<file path="config.mk">
export PLATFORM = sky130hd
export DESIGN_NAME = ssum_queue
export DESIGN_NICKNAME = d
export VERILOG_FILES = /design/src/rtl/core/ssum_pkg.sv /design/src/rtl/core/ssum_queue.sv
export SDC_FILE = /design/constraint.sdc
export NUM_CORES = 1
export LEC_CHECK = 0
export BUFFER_PORTS_ARGS = -buffer_cell sky130_fd_sc_hd__buf_2
export CORE_MARGIN = 5
export CORE_UTILIZATION = 50
export DETAILED_ROUTE_END_ITERATION = 16
export PLACE_DENSITY = 0.74
export SLEW_MARGIN = 15
export SYNTH_ARGS = -nofsm -noshare
export SYNTH_HDL_FRONTEND = slang
export SYNTH_SLANG_ARGS = --single-unit
</file>
<file path="constraint.sdc">
create_clock -name clk -period 2.05 [get_ports clk]
set_input_delay 0.3075 -clock clk [delete_from_list [all_inputs] [get_ports clk]]
set_output_delay 0.3075 -clock clk [all_outputs]
set_load 0.02 [all_outputs]
</file>
<file path="src/rtl/core/ssum_pkg.sv">
// Shared constants and the queue entry type of the subset-sum solver.
package ssum_pkg;

  localparam int MAX_ITEMS = 32;
  localparam int MAX_SUM = 255;

  localparam int VALUE_W = 8;
  localparam int TARGET_W = 8;
  localparam int INDEX_W = 6;
  localparam int REACH_W = MAX_SUM + 1;
  localparam int SUM_W = (MAX_SUM > 0) ? $clog2(MAX_SUM + 1) : 1;
  localparam int COUNT_W = $clog2(MAX_ITEMS + 1);
  localparam int IDX_W = (MAX_ITEMS > 1) ? $clog2(MAX_ITEMS) : 1;

  localparam int QUEUE_DEPTH = 2;
  localparam int QPTR_W = $clog2(QUEUE_DEPTH);

  localparam int PADDR_W = 3;
  localparam int PDATA_W = 32;
  localparam int REG_SEL_W = PADDR_W - 2;
  localparam logic [REG_SEL_W-1:0] REG_TARGET_SUM = REG_SEL_W'(0);

  typedef logic [REACH_W-1:0] reach_t;

  // One classified item as it travels from the front to the back.
  typedef struct packed {
    logic [VALUE_W-1:0] value;
    logic               last;
    logic               store;
    logic [COUNT_W-1:0] count;
    logic               ovf;
  } item_t;

endpackage

</file>
<file path="src/rtl/core/ssum_queue.sv">
// Short first-in first-out queue between the front and the back parts.
module ssum_queue (
  input  logic            clk,
  input  logic            rst,
  input  logic            push,
  input  ssum_pkg::item_t push_entry,
  input  logic            pop,
  output ssum_pkg::item_t head,
  output logic            empty,
  output logic            full
);

  ssum_pkg::item_t                entries [ssum_pkg::QUEUE_DEPTH];
  logic [ssum_pkg::QPTR_W-1:0]    wr_ptr;
  logic [ssum_pkg::QPTR_W-1:0]    rd_ptr;
  logic [ssum_pkg::QPTR_W:0]      fill;

  assign empty = (fill == '0);
  assign full = (int'(fill) == ssum_pkg::QUEUE_DEPTH);
  assign head = entries[rd_ptr];

  always_ff @(posedge clk) begin
    if (push) begin
      entries[wr_ptr] <= push_entry;
    end
  end

  always_ff @(posedge clk) begin
    if (rst) begin
      wr_ptr <= '0;
      rd_ptr <= '0;
      fill <= '0;
    end else begin
      if (push) begin
        wr_ptr <= wr_ptr + ssum_pkg::QPTR_W'(1);
      end
      if (pop) begin
        rd_ptr <= rd_ptr + ssum_pkg::QPTR_W'(1);
      end
      if (push && !pop) begin
        fill <= fill + (ssum_pkg::QPTR_W + 1)'(1);
      end else if (pop && !push) begin
        fill <= fill - (ssum_pkg::QPTR_W + 1)'(1);
      end
    end
  end

endmodule

</file>
# ---- Word level (Yosys, flattened, before mapping)
# Memories as Yosys holds them, arrays and structs flattened. A register that Yosys moved wholly into a read port is not among the register bits.
# Index checks and enable logic that the tools add are counted.
dict set report classes {
  n_addsub 4
  eq_ne 1
  muxes 6
  reduce_logical 6
}
# op n
set ops {}
lappend ops {{two-way mux 1 bit} 4}
lappend ops {{two-way mux 2 bit} 2}
lappend ops {{adder 1 bit, second input constant} 2}
lappend ops {{adder 2 x 1 -> 2 bit, second input constant} 1}
lappend ops {{== test 2 bit, second input constant} 1}
lappend ops {{logical AND 1 bit} 2}
lappend ops {{logical NOT 1 bit} 2}
lappend ops {{logical NOT 2 bit} 1}
lappend ops {{nonzero test 2 bit} 1}
lappend ops {{subtractor 2 x 1 -> 2 bit, second input constant} 1}
dict set report word_totals {
  ff_bits 4
  mem_bits_rw 34
  input_bits 21
  out_inout_bits 19
  word_cells 21
  n_memories 1
}
# memory depth word_bits read_ports rd_ports_with_merged_regs write_ports line_no
set mem_list {}
lappend mem_list {entries 2 17 1 1 1 ssum_queue.sv:13} ;# ssum_pkg::item_t entries [ssum_pkg::QUEUE_DEPTH];

# ---- Longest topological paths before layout
# Gate-level depths: netlist (run 1).
dict set report depth {
  word_depth 4
  depth_mapped 5
  mapped_depth_nobuf 5
}

# ---- Worst setup path after synthesis (run 1)
# Ideal clock, no wire load.
dict set report synth_timing {
  path_kind {in2reg}
  startpoint {input port push}
  endpoint {memory entries[0][0] in the netlist's numbering (enable)}
  setup_ns 0.392
  t_arrival_ns 1.114
  t_required_ns 1.658
  setup_slack_ns 0.543
  path_stages 1
  path_buffers 0
  path_cell_list {nor2b_1}
}
dict set report synth_via {
  elab_chain_len 2
}
# item line_no
set synth_lines {}
lappend synth_lines {{from (decl)} ssum_queue.sv:5} ;# input logic push,
lappend synth_lines {{two-way mux 1 bit} ssum_queue.sv:23} ;# if (push) begin
lappend synth_lines {{two-way mux 1 bit (implied by the code)} ssum_queue.sv:24} ;# entries[wr_ptr] <= push_entry;
lappend synth_lines {{to (decl)} ssum_queue.sv:13}
# No other way between the ends.

==> results of run 1 <==
metrics by stage:
step | cell area (sq um) | hold slack, ps | util
2_1_floorplan | 1430 | 377 | -
3_3_place_gp | 1690 | 476 | 0.614
3_5_place_dp | 1690 | 500 | 0.614
4_1_cts | 1740 | 145 | 0.632
5_1_grt | 1740 | 129 | 0.632
6_report | 1740 | 167 | 0.632
worst max-delay path, cell delays in order (launching register included):
cell	delay (ps)
sky130_fd_sc_hd__dfxtp_1	340
sky130_fd_sc_hd__buf_4	190
sky130_fd_sc_hd__mux2_2	350
sky130_fd_sc_hd__buf_2	160
final timing paths:
path,slack [ps],from,cells past startpoint,endpoint
worst min register to register,520,fill[1],2,fill[1]
worst max-delay path,380,flip-flop,3,head[11]
worst min-delay path,170,push_entry[1],1,entries[0][1]
worst max register to register,740,wr_ptr,2,entries[1][1]
synth_stat cells, drive strengths merged:
| master | instances |
|---|---|
| o21ai | 1 |
| edfxtp | 34 |
| and2 | 1 |
| buf | 2 |
| nor2 | 5 |
| a21oi | 1 |
| ha | 1 |
| or3 | 1 |
| inv | 1 |
| and2b | 1 |
| mux2 | 17 |
| xor2 | 2 |
| xnor2 | 2 |
| dfxtp | 5 |
| nor2b | 1 |
state kept, by name, summed over array words and instances, names as in the netlist, named ones only:
| name | cells |
|---|---|
| entries | 34 |
| fill | 2 |
| rd_ptr | 1 |
| wr_ptr | 1 |
kinds of logic (layout without fill, tap and decap cells):
group | count (synthesis) | after routing | synth area share
XOR/XNOR | 4 | 4 | 0.0245
AND/OR/NAND/NOR | 9 | 9 | 0.0323
buffers and inverters | 3 | 53 | 0.0113
multiplexers | 17 | 17 | 0.134
AO/OA/AOI/OAI | 2 | 2 | 0.00698
adder cells (fa/ha/maj) | 1 | 1 | 0.00873
flip-flops | 39 | 39 | 0.783
layout make-up:
cell class / instances / area [sq um]
tap: 31 / 38.8
inverter: 1 / 3.75
multi-input combinational: 33 / 298
clock buffer: 8 / 48.8
sequential: 39 / 1120
timing repair buffer: 44 / 233
fill: 229 / 1010
power by group:
part / internal (mW) / total (mW) / switching (mW)
registers: 0.920 / 0.938 / 0.0175
logic: 0.108 / 0.245 / 0.137
clock network: 0.137 / 0.344 / 0.207
metal layers:
layer	routed length, microns	track usage
met1	810	0.118
met2	1120	0.199
met4	24	0.0390
met5	0	0
met3	196	0.0657
==> results.sh, run 1 <==
export IMPL_outcome="complete, no violations"
export IMPL_static_leakage_power_nw=0.684
export IMPL_maxCapViolations=0
export IMPL_die_width_microns=63.5
export IMPL_required_ps=1740
export IMPL_post_cts_setup_buffers=0
export IMPL_resized_gates_after_cts=0
export IMPL_setup_slack_placement_ps=676
export IMPL_tritoncts_clock_tree="done"
export IMPL_clock_path_buffers=2
export IMPL_layout_area_overhead_vs_synth_pct=21.7
export IMPL_grt_first_pass_wirelength_microns=3540
export IMPL_cts_max_level=2
export IMPL_post_synth_top_area_fraction=0.713
export IMPL_final_min_clock_period_ps=1670
export IMPL_grt_antenna_before_repair=0
export IMPL_worst_slew_pin_slew_ps=388
export IMPL_crit_path_end_kind="output port"
export IMPL_fin_max_slew_vios=0
export IMPL_cts_sink_count=39
export IMPL_number_of_buffers_added_by_the_clock_tree_synthesis_step=5
export IMPL_finalNonFillerCells=156
export IMPL_num_vias=777
export IMPL_start_util=0.520
export IMPL_hpwlAfterDp_microns=1630
export IMPL_num_io_pins=40
export IMPL_worstSkewPairLatency_ps=320
export IMPL_synth_cell_area_sq_um=1430
export IMPL_synth_nets=97
export IMPL_slew_headroom=0.741
export IMPL_layout_nets=146
export IMPL_netlist_top_cells_area="sky130_fd_sc_hd__edfxtp_1, sky130_fd_sc_hd__mux2_2, sky130_fd_sc_hd__dfxtp_1, sky130_fd_sc_hd__nor2_1, sky130_fd_sc_hd__xnor2_1"
export IMPL_syn_mean_instance_area_sq_um=19.1
export IMPL_die_height_microns=63.5
export IMPL_synthCells=75
export IMPL_share_of_layout_cells_above_drive_strength_1=0.544
export IMPL_grt_overflow=0
export IMPL_synth_warnings=0
export IMPL_post_route_worst_setup_slack_ps=376
export IMPL_postRouteWirelength_microns=2160
export IMPL_hold_crit_path_type="input pin to flip-flop"
export IMPL_drt_pre_antenna_iters=3
export IMPL_finalHoldViolCount=0
export IMPL_grt_pass1_vias=813
export IMPL_antenna_diode_count=0
export IMPL_post_cts_hold_buffer_count=0
export IMPL_synth_largest_area_cell="sky130_fd_sc_hd__edfxtp_1"
export IMPL_die_area_sq_um=4040
export IMPL_worst_path_max_fanout=10
export IMPL_mostFrequentLayoutCells="sky130_fd_sc_hd__buf_2, sky130_fd_sc_hd__edfxtp_1, sky130_fd_sc_hd__mux2_2"
export IMPL_power_density_cell_area_nw_per_um2=876
export IMPL_cts_root_buffer="sky130_fd_sc_hd__clkbuf_4"
export IMPL_critical_path_class="flip-flop to output port"
export IMPL_ys_ff_latch=39
export IMPL_timing_critical_path_from_type="flip-flop"
export IMPL_grt_usage=0.116
export IMPL_grt_max_degree=12
export IMPL_remaining_number_of_nets_flagged_by_the_antenna_check_after_routing=0
export IMPL_rsz0062_at_grt="false"
export IMPL_place_inst=148
export IMPL_distinct_cell_type_count_after_synthesis=16
export IMPL_timing_final_setup_violations=0
export IMPL_seq_area_frac_synth=0.783
export IMPL_floorplan_rows=19
export IMPL_mean_routed_wirelength_per_cell_microns=13.8
export IMPL_cp_arrival_ps=1370
export IMPL_finClkSkew_ps=6.70
export IMPL_finalPower_mw=1.53
export IMPL_worst_ir_drop_vdd_v=0.000666
export IMPL_setup_total_negative_slack_ps=0
export IMPL_numPortBuffers=39
export IMPL_drtIter0Drc=17
export IMPL_clock_fmax_mhz=598
export IMPL_detail_route_drc_violations=0
export IMPL_design_core_area_sq_um=2760
export IMPL_layout_commonest_cell="sky130_fd_sc_hd__buf_2"
export IMPL_cts_reportedPaths_clkPinSlew_ps=100
export IMPL_routabilityCongestion=0.670
export IMPL_finalCritPeriodShare=0.816
export IMPL_avgViaCountPerCell=4.98
(Power assumes the default switching activity.)
==> run 2: changes to the inputs <==
--- a/config.mk
+++ b/config.mk
@@ -5,11 +5,12 @@
 export SDC_FILE = /design/constraint.sdc
 export NUM_CORES = 1
 export LEC_CHECK = 0
+export ABC_AREA = 1
 export BUFFER_PORTS_ARGS = -buffer_cell sky130_fd_sc_hd__buf_2
 export CORE_MARGIN = 5
-export CORE_UTILIZATION = 50
+export CORE_UTILIZATION = 51
 export DETAILED_ROUTE_END_ITERATION = 16
-export PLACE_DENSITY = 0.74
+export PLACE_DENSITY = 0.75
 export SLEW_MARGIN = 15
 export SYNTH_ARGS = -nofsm -noshare
 export SYNTH_HDL_FRONTEND = slang
==> constraint.sdc (replaced) <==
create_clock -name clk -period 1.65 [get_ports clk]
set_input_delay 0.2475 -clock clk [delete_from_list [all_inputs] [get_ports clk]]
set_output_delay 0.2475 -clock clk [all_outputs]
set_load 0.02 [all_outputs]
==> run 2 against run 1 <==
Net effect: synthesized area increased by 5.2%; utilization up 3.8 points; combinational power grew 38%; sequential power rose by 24%; wire length is 15% higher; non-clock buffer count grew 2; total power up 30%; synthesized cell count grew 15%; global-route usage increased by 1.7 points; first-iteration DRC count grew 41%.
==> results.sh, run 2 <==
export IMPL_outcome="complete, no violations"
export IMPL_tritoncts_clock_tree="done"
export IMPL_top_registers="entries (34), fill (2)"
export IMPL_fin_util=0.670
export IMPL_synth_nets=108
export IMPL_synth_largest_area_cell="sky130_fd_sc_hd__edfxtp_1"
export IMPL_clock_path_buffers=2
export IMPL_required_ps=1400
export IMPL_largest_register_ffs=34
export IMPL_floorplan_rows=19
export IMPL_cts_max_level=2
export IMPL_synth_edff_count=34
export IMPL_post_cts_setup_buffers=0
export IMPL_die_width_microns=64.4
export IMPL_critical_path_class="flip-flop to output port"
export IMPL_timing_critical_path_from_type="flip-flop"
export IMPL_synthCells=86
export IMPL_grt_max_degree=15
export IMPL_syn_mean_instance_area_sq_um=17.5
export IMPL_remaining_number_of_nets_flagged_by_the_antenna_check_after_routing=0
export IMPL_seq_area_frac_synth=0.744
export IMPL_clkPwrFrac=0.247
export IMPL_worstSkewPairLatency_ps=350
export IMPL_slew_headroom=0.873
export IMPL_grt_antenna_before_repair=0
export IMPL_net_switching_power_uw=514
export IMPL_comb_power_share=0.170
export IMPL_regToRegSetupSlack_ps=640
export IMPL_num_io_pins=40
export IMPL_p_int_mw=1.47
export IMPL_netlist_top_cells_area="sky130_fd_sc_hd__edfxtp_1, sky130_fd_sc_hd__mux2_4, sky130_fd_sc_hd__dfxtp_1, sky130_fd_sc_hd__mux2_2, sky130_fd_sc_hd__inv_1"
export IMPL_largest_register="entries"
export IMPL_prevailing_post_synth_register_cell="sky130_fd_sc_hd__edfxtp_1"
export IMPL_synth_async_sr_flop_share=0
export IMPL_hold_crit_path_type="input pin to flip-flop"
export IMPL_routabilityCongestion=0.684
export IMPL_worst_slew_pin_slew_ps=189
export IMPL_layout_area_overhead_vs_synth_pct=24.7
export IMPL_cts_root_buffer="sky130_fd_sc_hd__clkbuf_4"
export IMPL_finalInstanceArea_sq_um=1880
export IMPL_yosys_cell_count_top_type="sky130_fd_sc_hd__edfxtp_1"
export IMPL_ys_ff_latch=39
export IMPL_power_share_switching=0.259
export IMPL_antenna_diode_count=0
export IMPL_detail_route_drc_violations=0
export IMPL_grt_overflow=0
export IMPL_clock_fmax_mhz=629
export IMPL_timing_final_setup_violations=0
export IMPL_grt_pass1_vias=832
export IMPL_design_core_area_sq_um=2810
export IMPL_maxCapViolations=0
export IMPL_p_seq_frac=0.583
export IMPL_placement_cell_area_sq_um=1760
export IMPL_die_area_sq_um=4140
export IMPL_ranking_of_synthesized_cells_by_instance_count="sky130_fd_sc_hd__edfxtp_1, sky130_fd_sc_hd__mux2_4, sky130_fd_sc_hd__inv_1"
export IMPL_grt_usage=0.134
export IMPL_share_of_layout_cells_above_drive_strength_1=0.522
export IMPL_static_leakage_power_nw=0.785
export IMPL_hpwlAfterDp_microns=1830
export IMPL_postRouteWirelength_microns=2480
export IMPL_cp_arrival_ps=1340
export IMPL_synth_warnings=0
export IMPL_power_density_cell_area_nw_per_um2=1050
export IMPL_fin_max_slew_vios=0
export IMPL_final_min_clock_period_ps=1590
export IMPL_post_synth_top_area_fraction=0.677
export IMPL_mostFrequentLayoutCells="sky130_fd_sc_hd__edfxtp_1, sky130_fd_sc_hd__buf_2, sky130_fd_sc_hd__mux2_4"
export IMPL_grt_first_pass_wirelength_microns=4020
export IMPL_numPortBuffers=39
export IMPL_number_of_buffers_added_by_the_clock_tree_synthesis_step=5
export IMPL_drtIter0Drc=24
export IMPL_worst_path_max_fanout=7
export IMPL_finalCritPeriodShare=0.963
export IMPL_finalHoldViolCount=0
export IMPL_drt_pre_antenna_iters=2
export IMPL_cts_sink_count=39
export IMPL_die_height_microns=64.4
export IMPL_layout_commonest_cell="sky130_fd_sc_hd__edfxtp_1"
export IMPL_finClkSkew_ps=8.42
export IMPL_rsz0062_at_grt="true"
export IMPL_num_vias=835
export IMPL_layout_nets=159
export IMPL_worst_ir_drop_vdd_v=0.000794
export IMPL_synth_cell_area_sq_um=1510
export IMPL_avgViaCountPerCell=4.94
export IMPL_cts_reportedPaths_clkPinSlew_ps=120
export IMPL_start_util=0.537
export IMPL_distinct_cell_type_count_after_synthesis=16
export IMPL_mean_routed_wirelength_per_cell_microns=14.7
export IMPL_crit_path_end_kind="output port"
-- run 2: cell types whose count changed after synthesis, sizes merged, moves of 2 or more --
| cell | delta |
|---|---|
| xor2 | -2 |
| nand2 | +5 |
| nor2 | +2 |
| inv | +8 |
-- run 2: repair_timing --
item / CTS / global route
pin swaps: 0 / 0
cloned: 0 / 1
endpoints found under the setup margin: 10 / 17
gates resized for setup: 2 / 18
hold buffers: 0 / 0
-- run 2: cells by family (layout without fill, tap and decap cells) --
kind of cell / Yosys count / in the layout / share of synthesized area
fa+ha+maj: 1 / 1 / 0.00830
buf+inv: 11 / 63 / 0.0432
mux: 17 / 17 / 0.152
flops: 39 / 39 / 0.744
xor+xnor: 1 / 1 / 0.00581
compound gates: 2 / 2 / 0.00663
simple gates: 15 / 15 / 0.0407
-- run 2: layout make-up --
class,count,area [sq um]
Clock buffer,5,37.5
Clock inverter,3,23.8
Fill cell,199,925
Inverter,9,33.8
Multi-Input combinational cell,36,322
Sequential cell,39,1120
Tap cell,31,38.8
Timing Repair Buffer,46,300
-- run 2: metal layers --
metal  track usage  share of wire  up-vias
li1              -              -      410
met4        0.0396          0.010        0
met1         0.158           0.41      393
met2         0.213           0.50       29
met5             0              0        -
met3        0.0701          0.085        3
-- run 2: power groups by stage --
stage          combinational (mW)  clock (mW)  sequential, mW
2_1_floorplan               0.215           0            1.17
3_3_place_gp                0.303           0            1.17
3_5_place_dp                0.311           0            1.18
4_1_cts                     0.315       0.506            1.15
5_1_grt                     0.368       0.571            1.16
6_report                    0.338       0.490            1.16
-- run 2: path summary, 6_finish.rpt --
kind	start	cells past startpoint	to
setup / recovery	flip-flop	3	head[8]
hold / removal	push_entry[8]	1	entries[1][8]
setup reg to reg	wr_ptr	2	entries[0][7]
hold reg to reg	wr_ptr	2	wr_ptr
-- run 2: metrics by stage --
stage	worst slack, ps	power [mW]	hold slack, ps	instances	setup TNS, ps
after floorplan	200	1.39	320	86	0
after global placement	404	1.47	436	160	0
after detailed placement	385	1.49	441	160	0
after CTS	-5.59	1.98	62.8	168	-8.13
after global routing	-9.84	2.10	33.7	169	-29.3
final	61.1	1.98	77.5	169	0
-- run 2: worst max-delay path, stage by stage (launching register included) --
cell and delay, ps:
sky130_fd_sc_hd__dfxtp_4 390, sky130_fd_sc_hd__buf_8 120, sky130_fd_sc_hd__mux2_2 350, sky130_fd_sc_hd__buf_6 130
