`config.mk`:
```
export PLATFORM = sky130hd
export DESIGN_NAME = ssum_front
export DESIGN_NICKNAME = d
export VERILOG_FILES = /design/src/rtl/core/ssum_pkg.sv /design/src/rtl/core/ssum_front.sv
export SDC_FILE = /design/constraint.sdc
export NUM_CORES = 1
export LEC_CHECK = 0
export BUFFER_PORTS_ARGS = -buffer_cell sky130_fd_sc_hd__buf_2
export CAP_MARGIN = 30
export CORE_AREA = 2 2 39 41
export DETAILED_ROUTE_END_ITERATION = 6
export DIE_AREA = 0 0 41 43
export PLACE_DENSITY_LB_ADDON = 0.25
export SLEW_MARGIN = 15
export SYNTH_ARGS = -nofsm -noshare
export SYNTH_HDL_FRONTEND = slang
export SYNTH_SLANG_ARGS = --single-unit
```
`constraint.sdc`:
```
create_clock -name clk -period 1.5 [get_ports clk]
set_input_delay 0.3 -clock clk [delete_from_list [all_inputs] [get_ports clk]]
set_output_delay 0.3 -clock clk [all_outputs]
set_load 0.05 [all_outputs]
```
`src/rtl/core/ssum_pkg.sv`:
```
// Shared constants and the queue entry type of the subset-sum solver.
package ssum_pkg;

  localparam int MAX_ITEMS = 32;
  localparam int MAX_SUM = 255;

  localparam int VALUE_W = 8;
  localparam int TARGET_W = 8;
  localparam int INDEX_W = 6;
  localparam int REACH_W = MAX_SUM + 1;
  localparam int SUM_W = (MAX_SUM > 0) ? $clog2(MAX_SUM + 1) : 1;
  localparam int COUNT_W = $clog2(MAX_ITEMS + 1);
  localparam int IDX_W = (MAX_ITEMS > 1) ? $clog2(MAX_ITEMS) : 1;

  localparam int QUEUE_DEPTH = 2;
  localparam int QPTR_W = $clog2(QUEUE_DEPTH);

  localparam int PADDR_W = 3;
  localparam int PDATA_W = 32;
  localparam int REG_SEL_W = PADDR_W - 2;
  localparam logic [REG_SEL_W-1:0] REG_TARGET_SUM = REG_SEL_W'(0);

  typedef logic [REACH_W-1:0] reach_t;

  // One classified item as it travels from the front to the back.
  typedef struct packed {
    logic [VALUE_W-1:0] value;
    logic               last;
    logic               store;
    logic [COUNT_W-1:0] count;
    logic               ovf;
  } item_t;

endpackage

```
`src/rtl/core/ssum_front.sv`:
```
// Front part: accepts item beats, counts them and classifies each one.
module ssum_front (
  input  logic                        clk,
  input  logic                        rst,
  input  logic                        in_valid,
  output logic                        in_stall,
  input  logic [ssum_pkg::VALUE_W-1:0] item_value,
  input  logic                        last_item,
  input  logic                        q_full,
  output logic                        push,
  output ssum_pkg::item_t             push_entry
);

  logic [ssum_pkg::COUNT_W-1:0] item_count;
  logic                         overflow_seen;
  logic                         store;

  assign in_stall = q_full;
  assign push = in_valid && !q_full;
  assign store = (int'(item_count) < ssum_pkg::MAX_ITEMS);

  always_comb begin
    push_entry.value = item_value;
    push_entry.last = last_item;
    push_entry.store = store;
    push_entry.count = store ? item_count + ssum_pkg::COUNT_W'(1) : item_count;
    push_entry.ovf = overflow_seen || !store;
  end

  // A last beat closes the list, so the count starts again for the next one.
  always_ff @(posedge clk) begin
    if (rst) begin
      item_count <= '0;
      overflow_seen <= 1'b0;
    end else if (push) begin
      if (last_item) begin
        item_count <= '0;
        overflow_seen <= 1'b0;
      end else begin
        item_count <= push_entry.count;
        overflow_seen <= push_entry.ovf;
      end
    end
  end

endmodule

```
Yosys cells after proc, flatten, opt, wreduce, memory -nomap -nowiden
Index checks and enable logic that the tools add are counted.
- $add $sub $neg: 1
- multiply operators: 0
- divide/modulo/power cells: 0
- $lt $le $gt $ge: 1
- equal/unequal tests: 0
- shift operators: 0
- muxes and demuxes: 3
- bitwise logic cells: 0
- reduce and logical (&&, ||, !) cells: 4
- operators by type and width (kind ; count):
    $mux W6 ; 2
    $add A6 B1 Y6 const B ; 1
    $lt A6 B6 Y1 const B ; 1
    $logic_not A1 Y1 ; 2
    $logic_and A1 B1 Y1 ; 1
    $logic_or A1 B1 Y1 ; 1
    $mux W1 ; 1
- bits in registers: 7
- latch bits: 0
- memory bits (writable): 0
- memory bits (read-only): 0
- input port bits: 13
- output and inout port bits: 19
- logic and storage cells: 11
- memories: 0

Logic depth before layout (Yosys ltp)
Gate-level depths: netlist of the first run.
- depth in word-level cells: 4
- mapped depth: 4
- mapped depth without buffers: 4

Worst setup path before layout of the first run
No wires, ideal clock.
- path type: register to register
- from: register item_count[0] (netlist bit)
- to: register item_count[5] (netlist bit)
- arrival time: 1.872 ns
- data required time: 1.434 ns
- setup slack: -0.437 ns
- stages on the path, launching flop included: 4
- path buffers: 0
- clock period less this slack: 1.937 ns
- cell sequence: dfxtp_1 > nand3_1 > o21ai_0 > and3_1
- RTL lines (what ; RTL line ; RTL):
    start, declared ; ssum_front.sv:14 ; logic [ssum_pkg::COUNT_W-1:0] item_count;
    start signal, assigned ; ssum_front.sv:40 ; item_count <= push_entry.count;

==> results of run 1 <==
[logic make-up after synthesis]
| logic type | Yosys count | share of synthesized area |
|---|---|---|
| simple gates | 20 | 0.250 |
| buf+inv | 16 | 0.224 |
| mux | 1 | 0.0232 |
| compound gates | 8 | 0.116 |
| flops | 7 | 0.289 |
| xor+xnor | 4 | 0.0722 |
| fa+ha+maj | 1 | 0.0258 |
[final cells by class]
type / instances / area (sq um)
Inverter: 3 / 11.3
Timing Repair Buffer: 25 / 201
Clock buffer: 4 / 26.3
Sequential cell: 7 / 145
Tap cell: 16 / 20.0
Multi-Input combinational cell: 34 / 304
Fill cell: 134 / 676
[layer usage]
layer / share of wire / routed length [um] / GRT usage / vias to the layer above
met5: 0 / 0 / 0 / -
met4: 0.023 / 25 / 0.0867 / 0
met3: 0.065 / 70 / 0.0576 / 5
met2: 0.48 / 516 / 0.213 / 13
met1: 0.43 / 460 / 0.207 / 201
li1: - / - / - / 220
[sequential cells by signal (all words and copies together) (netlist names)]
signal	flops
item_count	6
overflow_seen	1
[how the worst max path moves through the flow]
stage	end	depth (start not counted)	from
final	push_entry[5]	5	item_count[0]$_SDFFE_PP0P_
after global routing	push_entry[5]	5	item_count[0]$_SDFFE_PP0P_
after CTS	push_entry[5]	4	item_count[0]$_SDFFE_PP0P_
after detailed placement	push_entry[5]	4	item_count[0]$_SDFFE_PP0P_
after global placement	push_entry[5]	4	item_count[0]$_SDFFE_PP0P_
after floorplan	push_entry[5]	3	item_count[0]$_SDFFE_PP0P_
[power groups by stage]
stage / Combinational [mW] / Clock (mW) / Sequential (mW)
6_report: 0.0745 / 0.177 / 0.189
5_1_grt: 0.0813 / 0.192 / 0.189
4_1_cts: 0.0743 / 0.182 / 0.189
3_5_place_dp: 0.0692 / 0 / 0.193
3_3_place_gp: 0.0689 / 0 / 0.193
2_1_floorplan: 0.102 / 0 / 0.194
[worst register-to-register path, delay by kind of cell (launching register included)]
family | cells | cell delay, ns
simple gates | 2 | 0.52
flops | 1 | 0.35
buf+inv | 2 | 0.28
fa+ha+maj | 1 | 0.14
compound gates | 1 | 0.14
[repair_timing]
| item | in CTS | in global routing |
|---|---|---|
| endpoints found under the setup margin | 7 | 8 |
| pin swaps | 3 | 1 |
| cloned | 0 | 0 |
| setup buffers | 1 | 1 |
| gates resized for setup | 17 | 6 |
[layout by cell type (no fill, tap or decap), types with 2 or more instances in the layout]
master    Yosys  routed
nand3b_1      2       2
nand2b_1      2       2
a22oi_1       2       2
buf_6         1       5
inv_1         3       3
xnor2_2       0       3
dfxtp_1       7       3
nand4b_1      2       2
dfxtp_2       0       4
buf_4        11      10
a31oi_1       2       2
buf_2         0       8
buf_8         0       2
clkbuf_4      0       3
nand2_1       4       4
nor2_1        2       2
==> flow_summary.yaml, run 1 <==
run_status:
  status: "complete, but fails checks"
  violations: "setup timing"
synth:
  yosysTopAreaCell: "dfxtp_1"
  synthTopCellsByArea: "dfxtp_1, buf_4, xnor2_1"
  yosys_most_used_dff: "dfxtp_1"
  synth_top_area_share: 0.289
  yosysSeqAreaShare: 0.289
  yosys_register_bits: 7
  synthTopCellsByCount: "buf_4, dfxtp_1, nand2_1, xnor2_1, inv_1"
  synth_cell_types: 26
  synthCells: 57
  syn_area_per_cell_sq_um: 8.52
  synth_area_sq_um: 485
  synth-edff-count: 0
  async_flop_share: 0
  yosysMostFrequentCell: "buf_4"
  synth_warnings: 0
  synth_fp_nets: 71
critical_path:
  r2r-end: "item_count[4]$_SDFFE_PP0P_"
  worstPathRequired_ns: 1.20
  path_max_fanout: 2
  worstPathArrival_ns: 1.32
  worstRegToRegCells: 6
  crit_buf_inv: 2
  cp_common_cell: "buf_6"
  cp_cell_sequence: "ha_4 > nand4b_1 > buf_6 > xnor2_4 > buf_6"
  crit_slowest_cell: "dfxtp_2"
  critPathLaunchType: "flop"
  r2r_setup_slack_ns: 0.01
  endpoint_kind: "output port"
  max_stage_delay_ns: 0.35
  r2r_start: "item_count[0]$_SDFFE_PP0P_"
  critical_path_class: "flop to output port"
  crit_family: "flip-flops"
cells_and_area:
  nNetsFinal: 88
  final_core_util: 0.512
  stdcell_count: 89
  area_growth_pct: 45.9
  final_area_sq_um: 708
  diodes: 0
  drive_gt1_frac: 0.575
floorplanning:
  num_io_pins: 32
  die_area_sq_um: 1760
  start_util: 0.351
  rows: 14
  die_y_um: 43
  core_region_area_sq_um: 1380
  fp.dieW_um: 41
worst_hold_path:
  min_path_cells: 2
  hold_path_class: "primary input to flop"
  min_to: "item_count[0]$_SDFFE_PP0P_"
  min_from: "rst"
drt:
  drtIter0Drc: 13
  via_per_inst: 4.93
  antenna_left: 0
  via_count: 439
  drcViolationCount: 0
  wl_per_cell_um: 12.0
  first_pass_iters: 4
  routed_wl_um: 1070
timing:
  fmax_mhz: 617
  worst_pin_slew_ns: 0.254
  fin_skew_ns: 0.00140
  layout_setup_ws_ns: -0.122
  post-route-period-util: 1.08
  hold_viol_final: 0
  holdWs_ns: 0.301
  fin_crit_ns: 1.62
  finalSetupViolations: 4
  slew_headroom: 0.832
  setup_tns_ns: -0.341
  slew_viol_final: 0
  rsz0062_at_grt: "yes"
clock_tree:
  cts_tree: "yes"
  cts.sinks: 7
  clkLatencyLatePin_ns: 0.25
  clk_path_buf_depth: 2
  cts_hold_buf: 0
  cts_buffers: 3
  cts_htree_levels: 1
  cts.clk_slew.worst_paths_ns: 0.06
  cts_root_buf: "clkbuf_4"
placed_design:
  place_inst: 83
  dp_hpwl_um: 827
  io_buffers: 15
  gp_congestion: 0.710
  dp_slack_ns: -0.0425
  placed_area_sq_um: 593
global_routing:
  grt_pass1_wl_um: 1860
  first_global_vias: 409
  grt_start_max_net_pins: 9
  antenna_found_initial: 0
  grt_usage: 0.157
  overflow: 0
power:
  power.leakage_nw: 0.310
  combPwrFrac: 0.169
  p_total_mw: 0.441
  p_sw_mw: 0.124
  ir_drop_mv: 0.391
  clockPowerShare: 0.402
  power_frac_seq: 0.429
  p_int_mw: 0.317
  swShare: 0.281
  p_per_area_nw_per_um2: 623
run:
  max-cap-violations: 0
(Power assumes the default switching activity.)
==> run 2: changes to the inputs <==
--- a/config.mk
+++ b/config.mk
@@ -5,11 +5,11 @@
 export SDC_FILE = /design/constraint.sdc
 export NUM_CORES = 1
 export LEC_CHECK = 0
-export BUFFER_PORTS_ARGS = -buffer_cell sky130_fd_sc_hd__buf_2
 export CAP_MARGIN = 30
 export CORE_AREA = 2 2 39 41
 export DETAILED_ROUTE_END_ITERATION = 6
 export DIE_AREA = 0 0 41 43
+export DONT_BUFFER_PORTS = 1
 export PLACE_DENSITY_LB_ADDON = 0.25
 export SLEW_MARGIN = 15
 export SYNTH_ARGS = -nofsm -noshare
==> run 2 against run 1 <==
  * The flow still finishes with violations (setup timing)
  * Flip-flop and latch count stayed put
  * Clock skew is 0.0096 ns higher
  * Register-to-register slack worse by 0.09 ns
  * Power is 6.6% lower
  * Die area stayed put
  * Final cell count is 6.7% lower
  * Final area is 2.8% higher
  * Setup slack worse by 0.040 ns
  * Critical path depth is 1 lower
  * Critical path type unchanged
  * Largest cell class unchanged
  * Largest power group unchanged
  * Highest routed layer unchanged
==> flow_summary.yaml, run 2 (synthesized netlist as in run 1, its figures left out) <==
global_routing:
  gr-max-usage-layer: "met2"
  grt_util_met1: 0.190
  use_met3: 0.0628
  overflow: 0
  grt_start_max_net_pins: 10
  grtUsageMet2: 0.200
  first_global_vias: 365
  grt_usage: 0.148
  grt_pass1_wl_um: 1730
  antenna_found_initial: 0
critical_path:
  worstRegToRegCells: 5
  path_max_fanout: 3
  critical_path_class: "flop to output port"
  worstPathRequired_ns: 1.20
  r2r_start: "item_count[0]$_SDFFE_PP0P_"
  r2r-end: "item_count[4]$_SDFFE_PP0P_"
  endpoint_kind: "output port"
  critPathLaunchType: "flop"
  r2r_setup_slack_ns: -0.08
  worstPathArrival_ns: 1.36
timing:
  holdWs_ns: 0.0948
  rsz0062_at_grt: "yes"
  slew_headroom: 0.719
  fmax_mhz: 602
  hold_viol_final: 0
  slew_viol_final: 0
  layout_setup_ws_ns: -0.162
  finalSetupViolations: 4
  fin_crit_ns: 1.66
  fin_skew_ns: 0.0110
  post-route-period-util: 1.11
  worst_pin_slew_ns: 0.421
clock_tree:
  cts_buffers: 3
  cts_tree: "yes"
  clkLatencyLatePin_ns: 0.26
  cts_htree_levels: 1
  cts.sinks: 7
  cts.clk_slew.worst_paths_ns: 0.06
  clk_path_buf_depth: 2
  cts_root_buf: "clkbuf_4"
worst_hold_path:
  hold_path_class: "primary input to flop"
  min_to: "item_count[4]$_SDFFE_PP0P_"
  min_path_cells: 1
  min_from: "rst"
power:
  swShare: 0.256
  clockPowerShare: 0.428
  ir_drop_mv: 0.391
  power_frac_seq: 0.458
  p_int_mw: 0.307
  combPwrFrac: 0.114
  p_sw_mw: 0.105
  p_per_area_nw_per_um2: 566
  power.leakage_nw: 0.297
drt:
  antenna_left: 0
  drcViolationCount: 0
  wl_per_cell_um: 13.5
  via_count: 429
  routed_wl_um: 1120
  drtIter0Drc: 8
  via_per_inst: 5.17
  first_pass_iters: 4
cells_and_area:
  largest_register: "item_count"
  fillCellCount: 128
  stdcell_count: 83
  final_common_cell: "buf_4"
  diodes: 0
  largest_register_ffs: 6
  reg_top3: "item_count x6, overflow_seen x1"
  drive_gt1_frac: 0.597
  area_growth_pct: 50.0
  nNetsFinal: 82
  final_cell_mix: "buf_4, dfxtp_2, nand2_1"
floorplanning:
  num_io_pins: 32
  die_y_um: 43
  rows: 14
  core_region_area_sq_um: 1380
  fp.dieW_um: 41
  die_area_sq_um: 1760
  start_util: 0.351
placed_design:
  dp_hpwl_um: 764
  gp_congestion: 0.695
  place_inst: 71
  dp_slack_ns: 0.000395
  io_buffers: 0
run_status:
  status: "complete, but fails checks"
  violations: "setup timing"
run:
  max-cap-violations: 0
## run 2: cell types whose count changed in the layout (fill, tap and decap cells not counted), sizes merged
cell  previous run  this run
buf             25        19
## run 2: per-layer routing
layer	share of wire	routed length [um]
met5	0	0
met4	0.015	17
met3	0.074	83
met2	0.51	574
met1	0.40	449
## run 2: per-stage QoR
| step | TNS [ns] | instance area, sq um | total power, mW | util |
|---|---|---|---|---|
| finish | -0.391 | 728 | 0.412 | 0.526 |
| global route | -0.620 | 728 | 0.437 | 0.526 |
| detailed placement | 0 | 578 | 0.233 | 0.418 |
| global placement | 0 | 578 | 0.233 | 0.418 |
| floorplan | -0.0183 | 536 | 0.296 | - |
| CTS | -0.339 | 676 | 0.415 | 0.488 |
## run 2: power groups by stage
| stage | sequential (mW) | combinational [mW] | clock [mW] |
|---|---|---|---|
| floorplan | 0.194 | 0.102 | 0 |
| global route | 0.188 | 0.0502 | 0.198 |
| global placement | 0.193 | 0.0399 | 0 |
| finish | 0.189 | 0.0470 | 0.176 |
| CTS | 0.190 | 0.0464 | 0.179 |
| detailed placement | 0.194 | 0.0399 | 0 |
## run 2: layout make-up
type                       instances  area (sq um)  share of cell area
sequential                         7           150               0.206
clock buffer                       4          26.3              0.0361
inverter                           3          11.3              0.0155
timing repair buffer              19           188               0.258
multi-input combinational         34           333               0.457
tap                               16          20.0              0.0275
## run 2: timing repair
action | 4_1_cts | 5_1_grt
buffers inserted | 5 | 3
hold buffers | 0 | 0
cloned | 0 | 0
resized for setup | 7 | 7
pin swaps | 6 | 5
setup endpoints to repair | 6 | 7
## run 2: worst max-delay path by stage
stage,startpoint,endpoint,slack (ns),cells after the start
2_1_floorplan,item_count[0]$_SDFFE_PP0P_,push_entry[5],-0.02,3
3_3_place_gp,item_count[0]$_SDFFE_PP0P_,item_count[4]$_SDFFE_PP0P_,0.03,4
3_5_place_dp,item_count[1]$_SDFFE_PP0P_,push_entry[5],0.0004,4
4_1_cts,item_count[0]$_SDFFE_PP0P_,push_entry[5],-0.16,4
5_1_grt,item_count[0]$_SDFFE_PP0P_,push_entry[5],-0.22,4
6_report,item_count[0]$_SDFFE_PP0P_,push_entry[5],-0.16,4
## run 2: worst max-delay path: stages, from the launching register on
cell      delay [ns]
dfxtp_4         0.36
ha_4            0.13
nand4b_1        0.24
xnor2_4         0.23
buf_12          0.15
==> run 3: changes to the inputs <==
--- a/config.mk
+++ b/config.mk
@@ -11,6 +11,7 @@
 export DIE_AREA = 0 0 41 43
 export DONT_BUFFER_PORTS = 1
 export PLACE_DENSITY_LB_ADDON = 0.25
+export SETUP_SLACK_MARGIN = 0.4
 export SLEW_MARGIN = 15
 export SYNTH_ARGS = -nofsm -noshare
 export SYNTH_HDL_FRONTEND = slang
==> run 3 against run 2 <==
  * The run still ends with setup timing left
  * Combinational power increased by 12%
  * Clock power increased by 7%
  * Clock skew down 0.010 ns
  * Final area up 14%
  * Global-route usage up 4.0 points
  * Final cell count grew 3.6%
  * Highest routed layer unchanged
==> flow_summary.yaml, run 3 (synthesized netlist as in run 1, its figures left out) <==
placed_design:
  dp_hpwl_um: 802
  placed_area_sq_um: 596
  dp_slack_ns: 0.0329
  gp_congestion: 0.765
  io_buffers: 0
drt:
  wl_per_cell_um: 15.3
  drtIter0Drc: 4
  via_per_inst: 5.10
  antenna_left: 0
  drcViolationCount: 0
  routed_wl_um: 1320
  via_count: 439
  first_pass_iters: 2
critical_path:
  worstPathRequired_ns: 1.20
  endpoint_kind: "output port"
  worstPathArrival_ns: 1.37
  path_max_fanout: 2
  critPathLaunchType: "flop"
  crit_start: "item_count[1]$_SDFFE_PP0P_"
  critical_path_class: "flop to output port"
  r2r_start: "item_count[1]$_SDFFE_PP0P_"
  r2r_setup_slack_ns: -0.01
clock_tree:
  clkLatencyLatePin_ns: 0.26
  cts.sinks: 7
  cts_htree_levels: 1
  cts.clk_slew.worst_paths_ns: 0.06
  cts_tree: "yes"
  clk_path_buf_depth: 2
  cts_buffers: 3
  cts_root_buf: "clkbuf_4"
cells_and_area:
  diodes: 0
  final_cell_mix: "buf_4, buf_6, xnor2_4, nand2_1"
  area_growth_pct: 71.4
  drive_gt1_frac: 0.686
  largest_register_ffs: 6
  reg_top3: "item_count x6, overflow_seen x1"
  largest_register: "item_count"
  final_area_sq_um: 832
  final_common_cell: "buf_4"
  nNetsFinal: 85
run:
  max-cap-violations: 0
timing:
  fmax_mhz: 597
  fin_crit_ns: 1.67
  slew_headroom: 0.669
  post-route-period-util: 1.12
  finalSetupViolations: 8
  fin_skew_ns: 0.000649
  rsz0062_at_grt: "yes"
  layout_setup_ws_ns: -0.175
  setup_tns_ns: -0.652
  hold_viol_final: 0
  slew_viol_final: 0
  worst_pin_slew_ns: 0.495
global_routing:
  grt_pass1_wl_um: 2100
  first_global_vias: 468
  grt_start_max_net_pins: 9
  grt_usage: 0.188
  antenna_found_initial: 0
  overflow: 0
run_status:
  status: "complete, but fails checks"
  violations: "setup timing"
power:
  power.leakage_nw: 0.326
  p_per_area_nw_per_um2: 512
  p_total_mw: 0.426
  ir_drop_mv: 0.377
floorplanning:
  die_y_um: 43
  die_area_sq_um: 1760
  core_region_area_sq_um: 1380
  num_io_pins: 32
  rows: 14
  fp.dieW_um: 41
  start_util: 0.351
worst_hold_path:
  min_from: "rst"
  hold_path_class: "primary input to flop"
==> run 3: final timing paths <==
check                                                   to  cells after the start
worst max register to register  item_count[4]$_SDFFE_PP0P_                      5
worst max-delay path                         push_entry[5]                      5
worst min-delay path            overflow_seen$_SDFFE_PP0P_                      1
worst min register to register  overflow_seen$_SDFFE_PP0P_                      2
==> run 3: final cells by class <==
class | instances | area (sq um)
Fill cell | 110 | 552
Sequential cell | 7 | 155
Tap cell | 16 | 20.0
Inverter | 3 | 18.8
Clock buffer | 4 | 26.3
Multi-Input combinational cell | 34 | 380
Timing Repair Buffer | 22 | 231
==> run 3: critical path: stages (launching register included) <==
cell      delay (ns)
dfxtp_4         0.36
ha_4            0.14
nand4b_1        0.13
buf_4           0.18
xnor2_4         0.15
buf_12          0.15
==> run 3: where the power goes <==
part	internal (mW)	total [mW]	switching (mW)
clock network	0.103	0.189	0.0864
registers	0.183	0.185	0.00168
logic	0.0213	0.0526	0.0314
==> run 3: repair_timing <==
item / 4_1_cts / 5_1_grt
endpoints found under the setup margin: 16 / 15
gates cloned: 0 / 0
resized for setup: 17 / 10
pin swaps: 7 / 9
hold buffers: 0 / 0
setup buffers: 10 / 3
endpoints found under the hold margin: 0 / 0
==> run 3: routing by layer <==
layer	share of wire	vias to the layer above	GRT usage
li1	-	214	-
met1	0.37	209	0.205
met2	0.53	12	0.278
met3	0.060	4	0.0733
met4	0.030	0	0.140
met5	0	-	0
==> run 3: per-stage QoR <==
step,hold WS [ns],cells,util
2_1_floorplan,0.362,57,-
3_3_place_gp,0.364,69,0.430
3_5_place_dp,0.365,69,0.430
4_1_cts,0.0904,83,0.558
5_1_grt,0.0802,86,0.601
6_report,0.0873,86,0.601
